--- config.mk ---
export PLATFORM = sky130hd
export DESIGN_NAME = ternary_comma_stream_decoder_core_flat
export DESIGN_NICKNAME = d
export VERILOG_FILES = /design/src/sv/tcd_pkg.sv /design/src/sv/tcd_if.sv /design/src/sv/tcd_ram.sv /design/src/sv/tcd_word_fifo.sv /design/src/sv/tcd_symbol_decoder.sv /design/src/sv/ternary_comma_stream_decoder_core.sv /design/src/flat_wrapper.sv
export SDC_FILE = /design/constraint.sdc
export NUM_CORES = 1
export LEC_CHECK = 0
export ABC_AREA = 1
export ABC_CLOCK_PERIOD_IN_PS = 14400
export BUFFER_PORTS_ARGS = -buffer_cell sky130_fd_sc_hd__buf_2
export CAP_MARGIN = 20
export CORE_MARGIN = 8
export CORE_UTILIZATION = 50
export DETAILED_ROUTE_END_ITERATION = 10
export MAX_ROUTING_LAYER = met4
export PLACE_DENSITY = 0.76
export SYNTH_ARGS = -nofsm -noshare
export SYNTH_HDL_FRONTEND = slang
export SYNTH_SLANG_ARGS = --single-unit
--- constraint.sdc ---
create_clock -name clk -period 14.4 [get_ports clk]
set_input_delay 2.16 -clock clk [delete_from_list [all_inputs] [get_ports clk]]
set_output_delay 2.16 -clock clk [all_outputs]
set_load 0.03 [all_outputs]
--- src/sv/tcd_pkg.sv ---
// shared types and constants for the ternary comma stream decoder
`default_nettype none
package tcd_pkg;

  localparam int WORD_BITS       = 64;
  localparam int VALUE_BITS      = 16;
  localparam int COUNT_BITS      = 32;
  localparam int SYMS_PER_WORD   = WORD_BITS / 2;
  localparam int SYM_IDX_BITS    = $clog2(SYMS_PER_WORD);
  localparam int FIFO_DEPTH      = 4;
  localparam int FIFO_ADDR_BITS  = $clog2(FIFO_DEPTH);
  localparam int FIFO_CNT_BITS   = FIFO_ADDR_BITS + 1;
  localparam int ENTRY_BITS      = WORD_BITS + 1;

  localparam logic [1:0] SYM_COMMA = 2'd3;

  typedef struct packed {
    logic pop;
    logic busy;
    logic loading;
  } dec_status_t;

  typedef struct packed {
    logic [FIFO_CNT_BITS-1:0] count;
    logic                     not_empty;
  } fifo_status_t;

endpackage
`default_nettype wire

--- src/sv/tcd_if.sv ---
// stream interfaces for packed words and decoded values
`default_nettype none
interface tcd_word_if;
  logic                           valid;
  logic                           ready;
  logic [tcd_pkg::WORD_BITS-1:0]  packed_word;
  logic                           final_word;

  modport source (output valid, output packed_word, output final_word, input ready);
  modport sink (input valid, input packed_word, input final_word, output ready);
endinterface

interface tcd_value_if;
  logic                           valid;
  logic                           ready;
  logic [tcd_pkg::VALUE_BITS-1:0] decoded_value;
  logic                           value_overflow;
  logic                           last_value;

  modport source (output valid, output decoded_value, output value_overflow,
                  output last_value, input ready);
  modport sink (input valid, input decoded_value, input value_overflow,
                input last_value, output ready);
endinterface
`default_nettype wire

--- src/sv/tcd_ram.sv ---
// generic simple dual-port ram with registered read
`default_nettype none
module tcd_ram #(
  parameter int WIDTH = 8,
  parameter int DEPTH = 4
) (
  input  wire logic                     clk,
  input  wire logic                     we,
  input  wire logic [$clog2(DEPTH)-1:0] waddr,
  input  wire logic [WIDTH-1:0]         wdata,
  input  wire logic                     re,
  input  wire logic [$clog2(DEPTH)-1:0] raddr,
  output      logic [WIDTH-1:0]         rdata
);

  logic [WIDTH-1:0] mem [DEPTH];

  always_ff @(posedge clk) begin
    if (we) begin
      mem[waddr] <= wdata;
    end
    if (re) begin
      rdata <= mem[raddr];
    end
  end

endmodule
`default_nettype wire

--- src/sv/tcd_word_fifo.sv ---
// input word queue held in ram, pointers and fill count in flops
`default_nettype none
module tcd_word_fifo (
  input  wire logic                            clk,
  input  wire logic                            rst,
  tcd_word_if.sink                             words,
  input  wire tcd_pkg::dec_status_t            dec_status,
  output      tcd_pkg::fifo_status_t           fifo_status,
  output      logic [tcd_pkg::ENTRY_BITS-1:0]  rd_entry
);

  logic [tcd_pkg::FIFO_ADDR_BITS-1:0] wr_ptr;
  logic [tcd_pkg::FIFO_ADDR_BITS-1:0] rd_ptr;
  logic [tcd_pkg::FIFO_CNT_BITS-1:0]  count;
  logic                               push;
  logic                               pop;

  assign words.ready = (count != tcd_pkg::FIFO_CNT_BITS'(tcd_pkg::FIFO_DEPTH));
  assign push        = words.valid && words.ready;
  assign pop         = dec_status.pop;

  assign fifo_status.count     = count;
  assign fifo_status.not_empty = (count != '0);

  always_ff @(posedge clk) begin
    if (rst) begin
      wr_ptr <= '0;
      rd_ptr <= '0;
      count  <= '0;
    end else begin
      if (push) begin
        wr_ptr <= wr_ptr + 1'b1;
      end
      if (pop) begin
        rd_ptr <= rd_ptr + 1'b1;
      end
      case ({push, pop})
        2'b10:   count <= count + 1'b1;
        2'b01:   count <= count - 1'b1;
        default: count <= count;
      endcase
    end
  end

  tcd_ram #(
    .WIDTH (tcd_pkg::ENTRY_BITS),
    .DEPTH (tcd_pkg::FIFO_DEPTH)
  ) u_ram (
    .clk   (clk),
    .we    (push),
    .waddr (wr_ptr),
    .wdata ({words.final_word, words.packed_word}),
    .re    (pop),
    .raddr (rd_ptr),
    .rdata (rd_entry)
  );

endmodule
`default_nettype wire

--- src/sv/tcd_symbol_decoder.sv ---
// walks one symbol per cycle unless a held result stalls it, builds values and registers each result
`default_nettype none
module tcd_symbol_decoder (
  input  wire logic                            clk,
  input  wire logic                            rst,
  input  wire logic                            cfg_we,
  input  wire logic [tcd_pkg::COUNT_BITS-1:0]  cfg_wdata,
  input  wire tcd_pkg::fifo_status_t           fifo_status,
  input  wire logic [tcd_pkg::ENTRY_BITS-1:0]  rd_entry,
  output      tcd_pkg::dec_status_t            dec_status,
  tcd_value_if.source                          values
);

  logic [tcd_pkg::COUNT_BITS-1:0]   value_count;
  logic [tcd_pkg::COUNT_BITS-1:0]   emitted_count;
  logic [tcd_pkg::COUNT_BITS-1:0]   emitted_inc;
  logic [tcd_pkg::VALUE_BITS-1:0]   partial_value;
  logic                             partial_overflow;
  logic [tcd_pkg::WORD_BITS-1:0]    word_sh;
  logic                             final_flag;
  logic [tcd_pkg::SYM_IDX_BITS-1:0] sym_idx;
  logic                             busy;
  logic                             loading;
  logic                             out_valid;
  logic [tcd_pkg::VALUE_BITS-1:0]   out_value;
  logic                             out_overflow;
  logic                             out_last;

  logic                             advance;
  logic                             pop;
  logic                             active;
  logic [1:0]                       sym;
  logic [tcd_pkg::VALUE_BITS+1:0]   wide;
  logic                             last_sym;
  logic                             emit;

  assign advance  = !out_valid || values.ready;
  assign pop      = !busy && !loading && fifo_status.not_empty;
  assign active   = (emitted_count < value_count);
  assign sym      = word_sh[1:0];
  // value*3 + digit + 1, two extra bits catch the overflow
  assign wide     = {1'b0, partial_value, 1'b0} + {2'b00, partial_value}
                  + {{tcd_pkg::VALUE_BITS{1'b0}}, sym}
                  + (tcd_pkg::VALUE_BITS+2)'(1);
  assign last_sym = (sym_idx == tcd_pkg::SYM_IDX_BITS'(tcd_pkg::SYMS_PER_WORD - 1));
  assign emitted_inc = emitted_count + 1'b1;
  assign emit     = busy && advance && active && (sym == tcd_pkg::SYM_COMMA);

  assign dec_status.pop     = pop;
  assign dec_status.busy    = busy;
  assign dec_status.loading = loading;

  assign values.valid          = out_valid;
  assign values.decoded_value  = out_value;
  assign values.value_overflow = out_overflow;
  assign values.last_value     = out_last;

  always_ff @(posedge clk) begin
    if (rst) begin
      value_count      <= '0;
      emitted_count    <= '0;
      partial_value    <= '0;
      partial_overflow <= 1'b0;
      busy             <= 1'b0;
      loading          <= 1'b0;
      out_valid        <= 1'b0;
      sym_idx          <= '0;
    end else begin
      if (cfg_we) begin
        value_count <= cfg_wdata;
      end
      loading <= pop;
      if (loading) begin
        word_sh    <= rd_entry[tcd_pkg::WORD_BITS-1:0];
        final_flag <= rd_entry[tcd_pkg::WORD_BITS];
        sym_idx    <= '0;
        busy       <= 1'b1;
      end else if (busy && advance) begin
        word_sh <= word_sh >> 2;
        sym_idx <= sym_idx + 1'b1;
        if (last_sym) begin
          busy <= 1'b0;
        end
        // end of stream drops any open code and restarts the count
        if (last_sym && final_flag) begin
          emitted_count    <= '0;
          partial_value    <= '0;
          partial_overflow <= 1'b0;
        end else if (active) begin
          if (sym == tcd_pkg::SYM_COMMA) begin
            emitted_count    <= emitted_inc;
            partial_value    <= '0;
            partial_overflow <= 1'b0;
          end else begin
            partial_value <= wide[tcd_pkg::VALUE_BITS-1:0];
            if (wide[tcd_pkg::VALUE_BITS+1:tcd_pkg::VALUE_BITS] != 2'b00) begin
              partial_overflow <= 1'b1;
            end
          end
        end
      end
      // result register loads on a comma while the count is not reached, otherwise empties once taken
      if (emit) begin
        out_valid    <= 1'b1;
        out_value    <= partial_value;
        out_overflow <= partial_overflow;
        out_last     <= (emitted_inc == value_count);
      end else if (values.ready) begin
        out_valid <= 1'b0;
      end
    end
  end

endmodule
`default_nettype wire

--- src/sv/ternary_comma_stream_decoder_core.sv ---
// top level of the ternary comma stream decoder
//
// words channel: one 64-bit packed_word per transaction, 32 two-bit symbols
// taken from bit 0 upward; final_word marks the last word of a stream.
// values channel: one decoded value per transaction with its overflow flag,
// and last_value on the value that reaches the configured count.
// cfg_we/cfg_wdata write value_count; write it only while the block is idle.
// words go into a four-entry queue in ram, so up to four words are taken
// while earlier ones are still being decoded or a result waits.
// the decoder walks one symbol per cycle while no result is held back: a
// word is first read from the ram, then loaded, then its 32 symbols are
// walked; the next word is read only after the last symbol of this one.
// a comma's value passes the queue ram, the registered ram read, the word
// shift register and the result register before it reaches the values channel.
// when values.ready is low the result register holds and the decoder stops
// on the next symbol; the queue keeps taking words until it is full.
// reset (rst, synchronous) empties the queue, clears the open value, the
// emitted count and value_count; no clearing pass is needed.
`default_nettype none
module ternary_comma_stream_decoder_core (
  input  wire logic                           clk,
  input  wire logic                           rst,
  input  wire logic                           cfg_we,
  input  wire logic [tcd_pkg::COUNT_BITS-1:0] cfg_wdata,
  tcd_word_if.sink                            words,
  tcd_value_if.source                         values
);

  tcd_pkg::dec_status_t           dec_status;
  tcd_pkg::fifo_status_t          fifo_status;
  logic [tcd_pkg::ENTRY_BITS-1:0] rd_entry;

  tcd_word_fifo u_fifo (
    .clk         (clk),
    .rst         (rst),
    .words       (words),
    .dec_status  (dec_status),
    .fifo_status (fifo_status),
    .rd_entry    (rd_entry)
  );

  tcd_symbol_decoder u_dec (
    .clk         (clk),
    .rst         (rst),
    .cfg_we      (cfg_we),
    .cfg_wdata   (cfg_wdata),
    .fifo_status (fifo_status),
    .rd_entry    (rd_entry),
    .dec_status  (dec_status),
    .values      (values)
  );

`ifndef ASSERT_OFF
  a_fill_in_range: assert property (@(posedge clk) disable iff (rst)
    fifo_status.count <= tcd_pkg::FIFO_CNT_BITS'(tcd_pkg::FIFO_DEPTH))
    else $error("word queue fill count out of range");

  a_pop_not_empty: assert property (@(posedge clk) disable iff (rst)
    dec_status.pop |-> fifo_status.not_empty)
    else $error("word read from empty queue");

  a_load_when_free: assert property (@(posedge clk) disable iff (rst)
    dec_status.pop |=> dec_status.loading && !dec_status.busy)
    else $error("word load overlaps a word in progress");
`endif

endmodule
`default_nettype wire
--- src/flat_wrapper.sv ---
// flat-port wrapper written by rule: the top's interface ports become plain ports
module ternary_comma_stream_decoder_core_flat 
  (clk, rst, cfg_we, cfg_wdata, words_valid, words_packed_word, words_final_word, words_ready, values_valid, values_decoded_value, values_value_overflow, values_last_value, values_ready);
  tcd_word_if words_i ();
  tcd_value_if values_i ();
  input  wire logic clk;
  input  wire logic rst;
  input  wire logic cfg_we;
  input  wire logic [tcd_pkg::COUNT_BITS-1:0] cfg_wdata;
  input wire logic [$bits(words_i.valid)-1:0] words_valid;
  input wire logic [$bits(words_i.packed_word)-1:0] words_packed_word;
  input wire logic [$bits(words_i.final_word)-1:0] words_final_word;
  output wire logic [$bits(words_i.ready)-1:0] words_ready;
  output wire logic [$bits(values_i.valid)-1:0] values_valid;
  output wire logic [$bits(values_i.decoded_value)-1:0] values_decoded_value;
  output wire logic [$bits(values_i.value_overflow)-1:0] values_value_overflow;
  output wire logic [$bits(values_i.last_value)-1:0] values_last_value;
  input wire logic [$bits(values_i.ready)-1:0] values_ready;
  assign words_i.valid = words_valid;
  assign words_i.packed_word = words_packed_word;
  assign words_i.final_word = words_final_word;
  assign words_ready = words_i.ready;
  assign values_valid = values_i.valid;
  assign values_decoded_value = values_i.decoded_value;
  assign values_value_overflow = values_i.value_overflow;
  assign values_last_value = values_i.last_value;
  assign values_i.ready = values_ready;
  ternary_comma_stream_decoder_core u_core (.clk(clk), .rst(rst), .cfg_we(cfg_we), .cfg_wdata(cfg_wdata), .words(words_i), .values(values_i));
endmodule
# Word level (Yosys, flattened, before mapping)
# Memory sizes are Yosys's and may differ from the RTL's. A register that Yosys moved wholly into a read port is not among the register bits.
# Index checks and enable logic that the tools add are counted.
# Widths: inputs -> output; s select.
# classes
n_addsub	9
magnitude_cmp	1
n_eq_ne	6
n_mux	20
bitwise_logic	2
n_reduce_logical	28
# ops
op	n
$mux 64	2
$mux 32	3
$mux 16	3
$add 32x1->32 const B	1
$eq 32x32->1	1
$lt 32x32->1	1
$add 17x16->18	1
$add 18x1->18 const B	1
$add 18x2->18	1
$reduce_bool 2->1	7
$mux 1	11
$reduce_and 2->1	4
$reduce_and 4->1	2
$logic_and 1x1->1	7
$pmux 3 s2	1
$reduce_bool 3->1	2
$add 5x1->5 const B	1
$eq 5x5->1 const B	1
$add 2x1->2 const B	2
$eq 2x2->1 const B	2
$add 3x1->3 const B	1
$logic_not 1->1	3
$ne 3x3->1 const B	1
$reduce_and 3->1	1
other kinds (5)	6
# word_totals
reg_bits	179
mem_bits_rw	260
input_bits	102
n_memories	1
# mem_list
memory	words	word_bits	rd	rd_ports_with_merged_regs	wr	line	rtl
u_core.u_fifo.u_ram.mem	4	65	1	1	1	tcd_ram.sv:16	logic [WIDTH-1:0] mem [DEPTH];

# Longest topological paths before layout
# depth
depth_word	8
mapped_depth	18
mapped_depth_nobuf	17

# Modules after synthesis
# Synthesis repeated with hierarchy kept, for this count alone.
# unflattened
hier_cells	2558
area_unflattened_um2	23617.7
# by_module_without_submodules
module	instances	cells_each	area_per_inst_um2
tcd_ram	1	1092	12928.6
tcd_symbol_decoder	1	1419	10327.4
tcd_word_fifo	1	47	361.6

# Least setup slack after synthesis
# No wires, ideal clock.
# synth_path
path_type	input-to-reg
from	in values_ready
to	reg u_core.u_dec.word_sh[0] (netlist name), enable pin
setup_time_ns	0.507
t_arrival_ns	5.490
setup_slack_ns	8.402
path_stages	4
path_buffers	0
cell_sequence	inv_1 > nand2_1 > nand2_1 > a21oi_1
# synth_between
elab_chain_cells	4
# synth_lines
item	line	rtl
start: declaration	flat_wrapper.sv:18	input wire logic [$bits(values_i.ready)-1:0] values_ready;
$logic_or 1x1->1	tcd_symbol_decoder.sv:37	assign advance = !out_valid || values.ready;
$logic_and 1x1->1	tcd_symbol_decoder.sv:78	end else if (busy && advance) begin
$reduce_bool 2->1 (no source line)	n/a	
$reduce_and 2->1 (no source line)	n/a	
end signal: assignment	tcd_symbol_decoder.sv:74	word_sh <= rd_entry[tcd_pkg::WORD_BITS-1:0];
end signal: assignment	tcd_symbol_decoder.sv:79	word_sh <= word_sh >> 2;
end: declaration	tcd_symbol_decoder.sv:19	logic [tcd_pkg::WORD_BITS-1:0] word_sh;
# No other way between the ends.
# A chain may end at the register's enable or synchronous reset.

# Final worst setup path
# layout_path
from	in values_ready
to	reg u_core.u_dec.partial_value[2] (netlist name)
# layout_between
elab_chain_cells	3
# layout_lines
item	line	rtl
$logic_or 1x1->1	tcd_symbol_decoder.sv:37	
$logic_and 1x1->1	tcd_symbol_decoder.sv:78	
$reduce_and 3->1 (no source line)	n/a	
end signal: assignment	tcd_symbol_decoder.sv:95	partial_value <= wide[tcd_pkg::VALUE_BITS-1:0];
end: declaration	tcd_symbol_decoder.sv:17	logic [tcd_pkg::VALUE_BITS-1:0] partial_value;
# No other way between the ends.

==> impl_metrics.toml <==
[pwr]
ir_worst_vdd_uv = 134
leakagePower_nw = 9.46
power.internal_w = 0.00301
power_frac_comb_pct = 23.8
p_clk_share_pct = 29.2
power_density_nw_per_um2 = 178
p_sw_share_pct = 32.0
power_switching_w = 0.00142
p_seq_share_pct = 47.0

[logic_synthesis]
ys_dominant_reg_cell = "edfxtp_1"
synth.area.top_cells = "edfxtp_1, dfxtp_1, nand2_1"
synthesis.nets = 2323
ys_ff_latch = 504
syn-mean-instance-area_sq_um = 10.3
yosysTopAreaCell = "edfxtp_1"
syn_inst = 2147
syn-cell-area_sq_um = 22000
yosysWarnings = 0
synth-seq-area-share_pct = 64.3
yosysUniqueCellTypes = 38
synth-edff-count = 408
yosys.area.top_type_share_pct = 55.6
async_flop_share_pct = 0

[sta]
setup_tns_ns = 0
hold_ws_ns = 0.461
min_period_ns = 3.88
relSlewSlack_pct = 26.9
period_share_pct = 27.0
max_freq_mhz = 258
setup_viol = 0
final_hold_viol_count = 0
worst-slew-pin-transition_ns = 1.10
rsz0062_at_grt = "false"
final_max_slew_viol_count = 0
clock-skew-final_ns = 0.0410

[cells_and_area]
nets = 2419
final_cell_mix = "nand2_1, edfxtp_1, nor2_1"
layout_commonest_cell = "nand2_1"
multi_input_area_sq_um = 7080
drive_above_1_share_pct = 10.9
syn_to_final_growth_pct = 12.8
num-fill-cells = 3672
seqCellArea_sq_um = 14200

[hold_path]
worstHoldPathType = "flip-flop to flip-flop"
whs_path_depth = 0

[global_routing]
antenna_found_initial = 8
grt_max_degree = 107
gr-total-overflow = 0
grt_first_pass_wirelength_mm = 77.5
grt.total_usage_pct = 19.5
grt_pass1_vias = 15600

[route]
drtIter0Drc = 1335
drc = 0
wirelength_mm = 48.9
first_pass_iters = 5
viasPerCell = 5.38
ant_nets = 0
avgRoutedWirePerCell_microns = 17.0
vias = 15500

[placed_design]
io_buffers = 121
gp_congestion = 0.916
hpwl_mm = 29.1

[die]
num_rows = 77
start_util_pct = 50.3
core_region_area_sq_um = 43800
io_pins = 122
dieArea_sq_um = 51100
die_x_microns = 226
fp.dieH_microns = 226

[setup_path]
endpoint_kind = "flip-flop"
cp.required_ns = 14.91
path_class = "primary input to flip-flop"
cp.arrival_ns = 4.39
reg2reg_depth = 15
crit_path_start_kind = "primary input"
crit_fanout = 93

[clock_tree]
cts_buffer_depth = 3
cts_tree = "done"
cts_resized = 0
holdBufCountCts = 0
cts_root_buffer = "clkbuf_16"
cts_setup_buffers = 0
clk_pin_slew_ns = 0.06
cts_max_level = 2
clkLatencyLatePin_ns = 0.61
cts_sinks = 504
cts_buffers = 50

[outcome]
outcome = "finished clean"

[run]
cap_violations = 0
-- cell families after synthesis --
group                      Yosys count  share of synthesized area [%]
and+or+nand+nor                    956                           17.7
DFF                                504                           64.3
AOI/OAI and AO/OA                  379                           9.14
buffers and inverters              216                           3.83
adders and majority gates           74                           4.30
xor gates and xnor gates            18                          0.778
-- Yosys cell counts (9+ instances only) --
master	instances
o22ai_1	66
or2_2	9
edfxtp_1	408
a21oi_1	115
ha_1	71
nand3_1	133
nor2_1	280
buf_1	13
xor2_1	11
clkbuf_1	71
inv_1	120
o21ai_0	183
nand2_1	496
dfxtp_1	96
-- per-stage QoR --
stage          power, W  instance area [sq um]  instances  util (%)  worst slack [ns]
3_3_place_gp    0.00311                  23200       2782      52.9             10.10
4_1_cts         0.00446                  24800       2871      56.7             10.58
6_report        0.00442                  24900       2878      56.7             10.52
2_1_floorplan   0.00285                  22000       2147         -              8.40
3_5_place_dp    0.00316                  23200       2783      53.0              9.97
5_1_grt         0.00467                  24900       2878      56.7             10.21
-- critical path, cell delays in order --
cell	delay [ns]
buf_2	0.08
inv_1	0.04
nand2_1	0.13
nand2_1	0.22
nor3_1	0.22
nand2_1	0.06
a21oi_1	0.12
nand2_1	0.13
nand2_4	0.69
nand2_1	0.25
nand2_1	0.13
nand2_1	0.05
nor2_1	0.07
-- layer usage --
metal	up-vias	global-route usage [%]	part of all wire, %
met2	439	33.2	49
met3	106	4.32	6.9
li1	7589	-	-
met1	7356	22.3	41
met4	0	7.40	2.8
met5	-	-	0
-- final cells by class --
class | count | area share (%)
inverters | 122 | 1.85
clock buffers | 61 | 5.20
repair buffers | 138 | 3.03
multi-input cells | 1427 | 28.5
well taps | 592 | 2.98
flip-flops and latches | 504 | 57.0
diodes | 7 | 0.0705
clock inverters | 27 | 1.35
-- final timing paths --
check	startpoint	endpoint	slack (ns)
worst max-delay path	values_ready	u_core.u_dec.partial_value[2]$_SDFFE_PP0P_	10.52
worst min register to register	u_core.u_fifo.u_ram.rdata[64]$_DFFE_PP_	u_core.u_dec.final_flag$_DFFE_PP_	0.46
worst max register to register	u_core.u_dec.word_sh[1]$_DFFE_PP_	u_core.u_dec.partial_value[15]$_SDFFE_PP0P_	11.42
worst min-delay path	u_core.u_fifo.u_ram.rdata[64]$_DFFE_PP_	u_core.u_dec.final_flag$_DFFE_PP_	0.46
-- registers in the layout, summed over array words and instances (netlist names), 2 cells and up --
name / flops
u_core.u_fifo.u_ram.rdata: 65
u_core.u_fifo.rd_ptr: 2
u_core.u_dec.values.decoded_value: 16
u_core.u_fifo.wr_ptr: 2
u_core.u_dec.partial_value: 16
u_core.u_dec.emitted_count: 32
u_core.u_dec.word_sh: 64
u_core.u_dec.sym_idx: 5
u_core.u_dec.value_count: 32
u_core.u_fifo.count: 3
u_core.u_fifo.u_ram.mem: 260
-- power groups by stage --
| stage | clock network [W] | registers [W] | logic (W) |
|---|---|---|---|
| 2_1_floorplan | 0 | 0.00209 | 0.000768 |
| 3_3_place_gp | 0 | 0.00210 | 0.00101 |
| 3_5_place_dp | 0 | 0.00211 | 0.00105 |
| 4_1_cts | 0.00132 | 0.00208 | 0.00106 |
| 5_1_grt | 0.00137 | 0.00211 | 0.00119 |
| 6_report | 0.00129 | 0.00208 | 0.00105 |
Note: power is estimated with default switching activity, not from simulation.
